[config.mk]
export PLATFORM = sky130hd
export DESIGN_NAME = circular_double_ended_queue
export DESIGN_NICKNAME = d
export VERILOG_FILES = /design/src/rtl/core/cdq_pkg.sv /design/src/rtl/core/cdq_cell.sv /design/src/rtl/core/circular_double_ended_queue.sv
export SDC_FILE = /design/constraint.sdc
export NUM_CORES = 2
export LEC_CHECK = 0
export BUFFER_PORTS_ARGS = -buffer_cell sky130_fd_sc_hd__buf_4
export CORE_MARGIN = 2
export CORE_UTILIZATION = 57
export CTS_CLUSTER_DIAMETER = 100
export CTS_CLUSTER_SIZE = 8
export DETAILED_ROUTE_END_ITERATION = 8
export GPL_ROUTABILITY_DRIVEN = 1
export HOLD_SLACK_MARGIN = 0.05
export PLACE_DENSITY = 0.74
export SETUP_SLACK_MARGIN = 0.2
export SYNTH_ARGS = -nofsm -noshare
export SYNTH_HDL_FRONTEND = slang
export SYNTH_SLANG_ARGS = --single-unit
[constraint.sdc]
create_clock -name clk_i -period 11.5 [get_ports clk_i]
set_clock_uncertainty 0.1 [all_clocks]
set_input_delay 1.725 -clock clk_i [delete_from_list [all_inputs] [get_ports clk_i]]
set_output_delay 1.725 -clock clk_i [all_outputs]
set_load 0.01 [all_outputs]
[src/rtl/core/cdq_pkg.sv]
`timescale 1ns / 1ps

package cdq_pkg;

  // Default capacity of the queue.
  localparam int unsigned DEPTH_DEF = 16;

  // Widths of the stream fields.
  localparam int unsigned CMD_W    = 3;
  localparam int unsigned DATA_W   = 32;
  localparam int unsigned STATUS_W = 2;
  localparam int unsigned OCC_W    = 5;

  // Padded stream data widths.
  localparam int unsigned S_TDATA_W = ((CMD_W + DATA_W + 7) / 8) * 8;
  localparam int unsigned M_TDATA_W = ((DATA_W + STATUS_W + OCC_W + 7) / 8) * 8;

  typedef enum logic [CMD_W-1:0] {
    CMD_PUSH_FRONT = 3'd0,
    CMD_PUSH_REAR  = 3'd1,
    CMD_POP_FRONT  = 3'd2,
    CMD_POP_REAR   = 3'd3,
    CMD_PEEK_FRONT = 3'd4,
    CMD_PEEK_REAR  = 3'd5
  } cdq_cmd_e;

  localparam logic [STATUS_W-1:0] STATUS_DONE      = 2'd0;
  localparam logic [STATUS_W-1:0] STATUS_OVERFLOW  = 2'd1;
  localparam logic [STATUS_W-1:0] STATUS_UNDERFLOW = 2'd2;

  // Operation broadcast to every cell of the chain.
  typedef struct packed {
    logic push_front;
    logic push_rear;
    logic pop_front;
    logic pop_rear;
    logic load_gather;
    logic shift_gather;
  } cdq_cell_op_t;

endpackage

[src/rtl/core/cdq_cell.sv]
`timescale 1ns / 1ps

// One slot of the queue. Cells are ordered from the front; the occupied
// cells always form an unbroken run starting at the first cell.
module cdq_cell
  import cdq_pkg::*;
(
  input  logic              clk_i,
  input  logic              rst_ni,
  input  cdq_cell_op_t      op_i,
  input  logic [DATA_W-1:0] push_value_i,
  input  logic [DATA_W-1:0] left_data_i,
  input  logic              left_valid_i,
  input  logic [DATA_W-1:0] right_data_i,
  input  logic              right_valid_i,
  input  logic [DATA_W-1:0] right_gather_i,
  output logic [DATA_W-1:0] data_o,
  output logic              valid_o,
  output logic [DATA_W-1:0] gather_o
);

  logic [DATA_W-1:0] data_q, data_d;
  logic [DATA_W-1:0] gather_q, gather_d;
  logic              valid_q, valid_d;
  logic              is_rear;

  // This cell holds the rear element when it is occupied and its right
  // neighbor is not.
  assign is_rear = valid_q && !right_valid_i;

  always_comb begin
    data_d   = data_q;
    valid_d  = valid_q;
    gather_d = gather_q;
    if (op_i.push_front) begin
      data_d  = left_data_i;
      valid_d = left_valid_i;
    end
    if (op_i.push_rear && !valid_q && left_valid_i) begin
      data_d  = push_value_i;
      valid_d = 1'b1;
    end
    if (op_i.pop_front) begin
      data_d  = right_data_i;
      valid_d = right_valid_i;
    end
    if (op_i.pop_rear && is_rear) begin
      valid_d = 1'b0;
    end
    if (op_i.load_gather) begin
      gather_d = is_rear ? data_q : '0;
    end
    if (op_i.shift_gather) begin
      gather_d = right_gather_i;
    end
  end

  always_ff @(posedge clk_i or negedge rst_ni) begin
    if (!rst_ni) begin
      valid_q <= 1'b0;
    end else begin
      valid_q <= valid_d;
    end
  end

  always_ff @(posedge clk_i) begin
    data_q   <= data_d;
    gather_q <= gather_d;
  end

  assign data_o   = data_q;
  assign valid_o  = valid_q;
  assign gather_o = gather_q;

endmodule

[src/rtl/core/circular_double_ended_queue.sv]
`timescale 1ns / 1ps

// Fixed-capacity double-ended queue of signed 32-bit values, DEPTH entries.
// Each request on the slave stream carries one command: push front, push
// rear, pop front, pop rear, peek front or peek rear; every request yields
// exactly one response on the master stream with the peeked value (-1 on an
// empty-queue peek, 0 otherwise), a status (done, overflow when a push hits
// a full queue, underflow when a pop or peek finds the queue empty) and the
// element count after the command. The storage is a row of DEPTH cells that
// keeps the elements in order from the front: a push front shifts every
// cell one place toward the rear, a pop front shifts toward the front, and
// rear pushes and pops touch only the cell at the end of the occupied run.
// Every command but a peek at the rear of a non-empty queue is answered at
// once, so such commands are accepted back to back as long as the response
// is taken. Such a rear peek loads the rear value into a gather chain that
// hands it from cell to cell toward the front, one cell per cycle; no new
// request is accepted until its response is loaded. The response register
// can load a new response in the same cycle that its previous one is taken,
// so a waiting response holds off new requests only while it is not taken.
module circular_double_ended_queue
  import cdq_pkg::*;
#(
  parameter int unsigned DEPTH = DEPTH_DEF
) (
  input  logic                 clk_i,
  input  logic                 rst_ni,
  // Request stream. tdata: [2:0] command, [34:3] push_value, rest zero.
  input  logic                 s_axis_tvalid,
  output logic                 s_axis_tready,
  input  logic [S_TDATA_W-1:0] s_axis_tdata,
  // Response stream. tdata: [31:0] read_value, [33:32] status,
  // [38:34] occupancy, rest zero.
  output logic                 m_axis_tvalid,
  input  logic                 m_axis_tready,
  output logic [M_TDATA_W-1:0] m_axis_tdata
);

  localparam int unsigned CNT_W = $clog2(DEPTH + 1);

  // Control states.
  localparam logic ST_IDLE   = 1'b0;
  localparam logic ST_GATHER = 1'b1;

  logic              state_q, state_d;
  logic [CNT_W-1:0]  count_q, count_d;
  logic [CNT_W-1:0]  remain_q, remain_d;

  logic                     out_valid_q, out_valid_d;
  logic signed [DATA_W-1:0] out_value_q, out_value_d;
  logic [STATUS_W-1:0]      out_status_q, out_status_d;
  logic [OCC_W-1:0]         out_occ_q, out_occ_d;

  logic                     accept;
  logic                     out_free;
  logic                     emit;
  cdq_cmd_e                 cmd;
  logic signed [DATA_W-1:0] push_value;
  logic                     empty;
  logic                     full;
  logic [CNT_W+OCC_W-1:0]   occ_wide;
  cdq_cell_op_t             op;

  logic [DATA_W-1:0] cell_data   [DEPTH];
  logic              cell_valid  [DEPTH];
  logic [DATA_W-1:0] cell_gather [DEPTH];

  assign cmd        = cdq_cmd_e'(s_axis_tdata[CMD_W-1:0]);
  assign push_value = s_axis_tdata[CMD_W +: DATA_W];

  // The output register is free when it is empty or is being drained now.
  assign out_free      = !out_valid_q || m_axis_tready;
  assign s_axis_tready = (state_q == ST_IDLE) && out_free;
  assign accept        = s_axis_tvalid && s_axis_tready;

  assign empty = !cell_valid[0];
  assign full  = cell_valid[DEPTH-1];

  // The chain of cells, front first.
  for (genvar i = 0; i < DEPTH; i++) begin : g_cell
    logic [DATA_W-1:0] left_data;
    logic              left_valid;
    logic [DATA_W-1:0] right_data;
    logic              right_valid;
    logic [DATA_W-1:0] right_gather;

    if (i == 0) begin : g_first
      // The front cell sees the pushed value as an always occupied left
      // neighbor, which makes it the landing spot of any push on an empty
      // queue.
      assign left_data  = push_value;
      assign left_valid = 1'b1;
    end else begin : g_inner_left
      assign left_data  = cell_data[i-1];
      assign left_valid = cell_valid[i-1];
    end

    if (i == DEPTH - 1) begin : g_last
      assign right_data   = '0;
      assign right_valid  = 1'b0;
      assign right_gather = '0;
    end else begin : g_inner_right
      assign right_data   = cell_data[i+1];
      assign right_valid  = cell_valid[i+1];
      assign right_gather = cell_gather[i+1];
    end

    cdq_cell u_cell (
      .clk_i          (clk_i),
      .rst_ni         (rst_ni),
      .op_i           (op),
      .push_value_i   (push_value),
      .left_data_i    (left_data),
      .left_valid_i   (left_valid),
      .right_data_i   (right_data),
      .right_valid_i  (right_valid),
      .right_gather_i (right_gather),
      .data_o         (cell_data[i]),
      .valid_o        (cell_valid[i]),
      .gather_o       (cell_gather[i])
    );
  end

  always_comb begin
    state_d      = state_q;
    count_d      = count_q;
    remain_d     = remain_q;
    op           = '0;
    emit         = 1'b0;
    out_value_d  = '0;
    out_status_d = STATUS_DONE;

    unique case (state_q)
      ST_IDLE: begin
        if (accept) begin
          emit = 1'b1;
          unique case (cmd)
            CMD_PUSH_FRONT, CMD_PUSH_REAR: begin
              if (full) begin
                out_status_d = STATUS_OVERFLOW;
              end else begin
                op.push_front = (cmd == CMD_PUSH_FRONT);
                op.push_rear  = (cmd == CMD_PUSH_REAR);
                count_d       = count_q + CNT_W'(1);
              end
            end
            CMD_POP_FRONT, CMD_POP_REAR: begin
              if (empty) begin
                out_status_d = STATUS_UNDERFLOW;
              end else begin
                op.pop_front = (cmd == CMD_POP_FRONT);
                op.pop_rear  = (cmd == CMD_POP_REAR);
                count_d      = count_q - CNT_W'(1);
              end
            end
            CMD_PEEK_FRONT: begin
              if (empty) begin
                out_status_d = STATUS_UNDERFLOW;
                out_value_d  = '1;
              end else begin
                out_value_d  = cell_data[0];
              end
            end
            CMD_PEEK_REAR: begin
              if (empty) begin
                out_status_d = STATUS_UNDERFLOW;
                out_value_d  = '1;
              end else begin
                // Capture the rear value in its cell, then walk it forward.
                emit           = 1'b0;
                op.load_gather = 1'b1;
                remain_d       = count_q - CNT_W'(1);
                state_d        = ST_GATHER;
              end
            end
            default: begin
              // Unused command codes leave the queue untouched.
            end
          endcase
        end
      end
      ST_GATHER: begin
        if (remain_q != '0) begin
          op.shift_gather = 1'b1;
          remain_d        = remain_q - CNT_W'(1);
        end else if (out_free) begin
          emit        = 1'b1;
          out_value_d = cell_gather[0];
          state_d     = ST_IDLE;
        end
      end
      default: begin
        state_d = ST_IDLE;
      end
    endcase
  end

  // The count is reported modulo 2**OCC_W, the range of the occupancy field.
  assign occ_wide  = {{OCC_W{1'b0}}, count_d};
  assign out_occ_d = occ_wide[OCC_W-1:0];

  always_comb begin
    if (emit) begin
      out_valid_d = 1'b1;
    end else if (m_axis_tready) begin
      out_valid_d = 1'b0;
    end else begin
      out_valid_d = out_valid_q;
    end
  end

  always_ff @(posedge clk_i or negedge rst_ni) begin
    if (!rst_ni) begin
      state_q     <= ST_IDLE;
      count_q     <= '0;
      remain_q    <= '0;
      out_valid_q <= 1'b0;
    end else begin
      state_q     <= state_d;
      count_q     <= count_d;
      remain_q    <= remain_d;
      out_valid_q <= out_valid_d;
    end
  end

  always_ff @(posedge clk_i) begin
    if (emit) begin
      out_value_q  <= out_value_d;
      out_status_q <= out_status_d;
      out_occ_q    <= out_occ_d;
    end
  end

  assign m_axis_tvalid = out_valid_q;
  assign m_axis_tdata  = {{(M_TDATA_W - DATA_W - STATUS_W - OCC_W){1'b0}},
                          out_occ_q, out_status_q, out_value_q};

endmodule

==> impl_results.md <==
* Final wirelength at between 150000 and 200000 um
* Worst setup path category: primary input to flip-flop
* Layout area overhead at 9.44%
* Synth cell types at 64
* Min cycle time layout at ~5.0 ns
* Placed Area at around 54000 um^2
* Synthesized instance count at between 5000 and 6000
* Fill cell count at between 7000 and 8000
* Die extent in x at just over 300 um
* RSZ-0062 raised after global routing: false
* Most common cell after layout, fill and taps aside: nand2_1
* Clk_lat worst skew at 0.75 ns
* Clk slew on worst S/H paths at around 0.050 ns
* Max Root-Sink Buffers at 3
* Worst endpoint data arrival time at approximately 5.5 ns
* Die Y at approximately 310 um
* YS warnings at 0
* Endpoints failing hold at 0
* RR Startpoint: remain_q[0]$_DFFE_PN0P_
* I/O pins at 86
* DR pass1 iterations at 6
* Final TNS setup at 0 ns
* # H-tree levels at 4
* #FFs+latches synth at ~1100
* Most frequent cells in the layout: nand2_1 (1081), edfxtp_1 (999), nand3_1 (482)
* Post-DRT Antenna Nets at 0
* Row cnt at ~110
* DR vias/cell at around 6.7
* Final period util at between 40% and 50%
* Post-synth EDFFs at between 900 and 1000
* Reg2Reg Depth at 8
* CTS tree: done
* Number of clock sinks at around 1100
* Worst EP required at 11.97 ns
* TritonCTS buffer count at 154
* Power per standard cell area at between 150 and 200 nW/um^2
* Post-CTS Resized at 0
* Post-DP HPWL at between 80000 and 90000 um
* DRT iter0 DRCs at 6524
* Total GRT Usage at 32.9%
* Net Count, Synth at roughly 5500
* Reg-to-reg critical path endpoint: g_cell[2].u_cell.gather_o[16]$_DFFE_PP_
* Critical path capture point type: flip-flop
* Post-Syn Area at around 53000 um^2
* Routed len/inst at roughly 24 um
* Layout cell share with drive strength beyond 1 at 7.49%
* Postcts setup bufs at 0
* Worst Hold Endpoint: g_cell[15].u_cell.gather_o[25]$_SDFFE_PP0P_
* Core region area at a little over 90000 um^2
* Final Max Slew Viols at 0
* Max-cap violations at 0
* Total congestion overflow at 0
* Hold Path Depth at 1
* Die Area at between 90000 and 100000 um^2
* Post-synthesis async set-or-reset flop share at ~2.6%
* Slew @ Worst Pin at between 1 and 1.5 ns
* Max Clk Rate at between 0.15 and 0.2 GHz
* Relative slew margins at between 10% and 20%
* DRC viols at 0
* First-pass GRT wire length at ~240000 um
* Fin area at approximately 58000 um^2
* VDD IR max at 0.180 mV
* Part of the Yosys area used for sequential elements at 60.4%
* Final #Nets at about 5200
* Worst Hold Launch: g_cell[15].u_cell.gather_o[25]$_SDFFE_PP0P_
* Initial antenna violation count at 2
* Worst setup SP type: primary input
* Leakage power at about 21 nW
* Port bufs at 79
* Pin count of the biggest net entering global routing at roughly 230
* Routability Congestion at a little over 0.8
* R2R Setup Slk at roughly 6.9 ns
* Vias in the first global route at between 40000 and 50000
* Vias at between 40000 and 50000
* Syn_area_per_cell at between 9 and 10 um^2
* Highest net fanout along the worst path at ~200
* Main synth FF type: edfxtp_1
* Root Buffer: clkbuf_16
* Hold Buf Count CTS at 0
* Initial Utilization at between 50% and 60%
* Hold/Removal Path Class: flip-flop to flip-flop
* Final setup viols at 0
* Status: complete, no violations
-- per-stage QoR --
stage / utilization [%] / power [W] / setup WS (ns) / hold WS (ns) / cells
CTS: 63.1 / 0.0108 / 6.64 / 0.379 / 6475
detailed placement: 58.4 / 0.00665 / 5.92 / 0.364 / 6250
floorplan: - / 0.00616 / 1.16 / 0.349 / 5431
finish: 63.1 / 0.0108 / 6.47 / 0.378 / 6479
global placement: 58.4 / 0.00662 / 5.97 / 0.360 / 6250
global route: 63.1 / 0.0111 / 6.36 / 0.390 / 6477
-- where the power goes --
| part | internal, W | switching [W] | total (W) |
|---|---|---|---|
| clock network | 0.00248 | 0.00167 | 0.00415 |
| logic | 0.000370 | 0.00129 | 0.00166 |
| registers | 0.00482 | 0.000153 | 0.00497 |
| total | 0.00766 | 0.00312 | 0.0108 |
-- flip-flops by register name, summed over array words and instances (netlist names) --
signal,cells
m_axis_tvalid,1
out_occ_q,5
out_status_q,2
g_cell.u_cell.gather_o,512
count_q,5
out_value_q,32
remain_q,5
g_cell.u_cell.data_o,512
state_q,1
g_cell.u_cell.valid_o,16
-- worst max-delay path: stages --
cell and delay, ns:
buf_4 0.16, inv_1 0.13, ha_1 0.40, and4_4 0.79
buf_12 0.83, buf_4 0.89, a31oi_1 0.22, a21oi_1 0.23
-- area by class of cell --
| class | count | area [um^2] | area share, % |
|---|---|---|---|
| sequential | 1091 | 32000 | 55.2 |
| multi-input combinational | 3744 | 18700 | 32.3 |
| clock buffer | 212 | 4140 | 7.14 |
| tap | 1243 | 1560 | 2.69 |
| timing repair buffer | 159 | 1270 | 2.19 |
| clock inverter | 13 | 196 | 0.339 |
| inverter | 13 | 52.6 | 0.0907 |
| antenna | 4 | 10.0 | 0.0173 |
-- logic make-up (layout without fill, tap and decap cells) --
kind of cell	Yosys count	count (layout)	share of synthesized area (%)
muxes	34	34	0.645
adders and majority gates	7	7	0.165
AOI/OAI and AO/OA	1533	1533	16.6
xor gates and xnor gates	5	5	0.0827
buffers and inverters	596	397	4.91
other	1	5	0.00709
and+or+nand+nor	2164	2164	17.2
DFF	1091	1091	60.4
-- worst max-delay path by stage --
stage / cells past startpoint / endpoint / start / slack [ns]
6_report: 8 / g_cell[8].u_cell.data_o[14]$_DFFE_PP_ / s_axis_tdata[2] / 6.47
4_1_cts: 8 / g_cell[8].u_cell.data_o[14]$_DFFE_PP_ / s_axis_tdata[2] / 6.64
3_3_place_gp: 8 / g_cell[10].u_cell.data_o[8]$_DFFE_PP_ / s_axis_tdata[2] / 5.97
5_1_grt: 8 / g_cell[4].u_cell.data_o[15]$_DFFE_PP_ / s_axis_tdata[2] / 6.36
2_1_floorplan: 4 / g_cell[0].u_cell.gather_o[0]$_DFFE_PP_ / s_axis_tdata[1] / 1.16
3_5_place_dp: 8 / g_cell[10].u_cell.data_o[18]$_DFFE_PP_ / s_axis_tdata[2] / 5.92
-- cells in the mapped netlist, types with 2 or more instances --
cell type	number	area, um^2
a211oi_1	33	248
a21o_1	2	15.0
a21oi_1	478	2390
a221o_1	7	70.1
a221oi_1	2	17.5
a222oi_1	2	20.0
a22o_1	65	569
a22oi_1	7	52.6
a31oi_1	448	2800
a32oi_1	2	17.5
and2_1	2	12.5
and3_1	2	12.5
buf_1	16	60.1
buf_2	205	1030
buf_4	5	37.5
buf_6	11	124
clkbuf_1	344	1290
clkbuf_2	2	10.0
dfrtp_1	28	701
dfxtp_1	64	1280
edfxtp_1	999	30000
ha_1	7	87.6
inv_1	12	45.0
mux2i_1	33	330
nand2_1	1084	4070
nand2b_1	49	307
nand3_1	483	2420
nand3b_1	2	15.0
nand4_1	11	68.8
nand4b_1	2	17.5
nor2_1	458	1720
nor2b_1	18	113
nor3_1	35	175
o211ai_1	3	22.5
o21ai_0	461	2310
o21ai_1	2	10.0
o221a_2	6	67.6
o31ai_1	7	52.6
or4_1	5	37.5
xnor2_1	5	43.8
-- metal layers --
layer / vias to the layer above / track usage [%] / share of wire [%]
li1: 19099 / - / -
met1: 20729 / 45.0 / 38
met2: 3108 / 52.4 / 47
met3: 357 / 6.04 / 11
met4: 0 / 12.8 / 3.7
met5: - / 0 / 0
No activity file was read; power rests on OpenSTA's default activity.
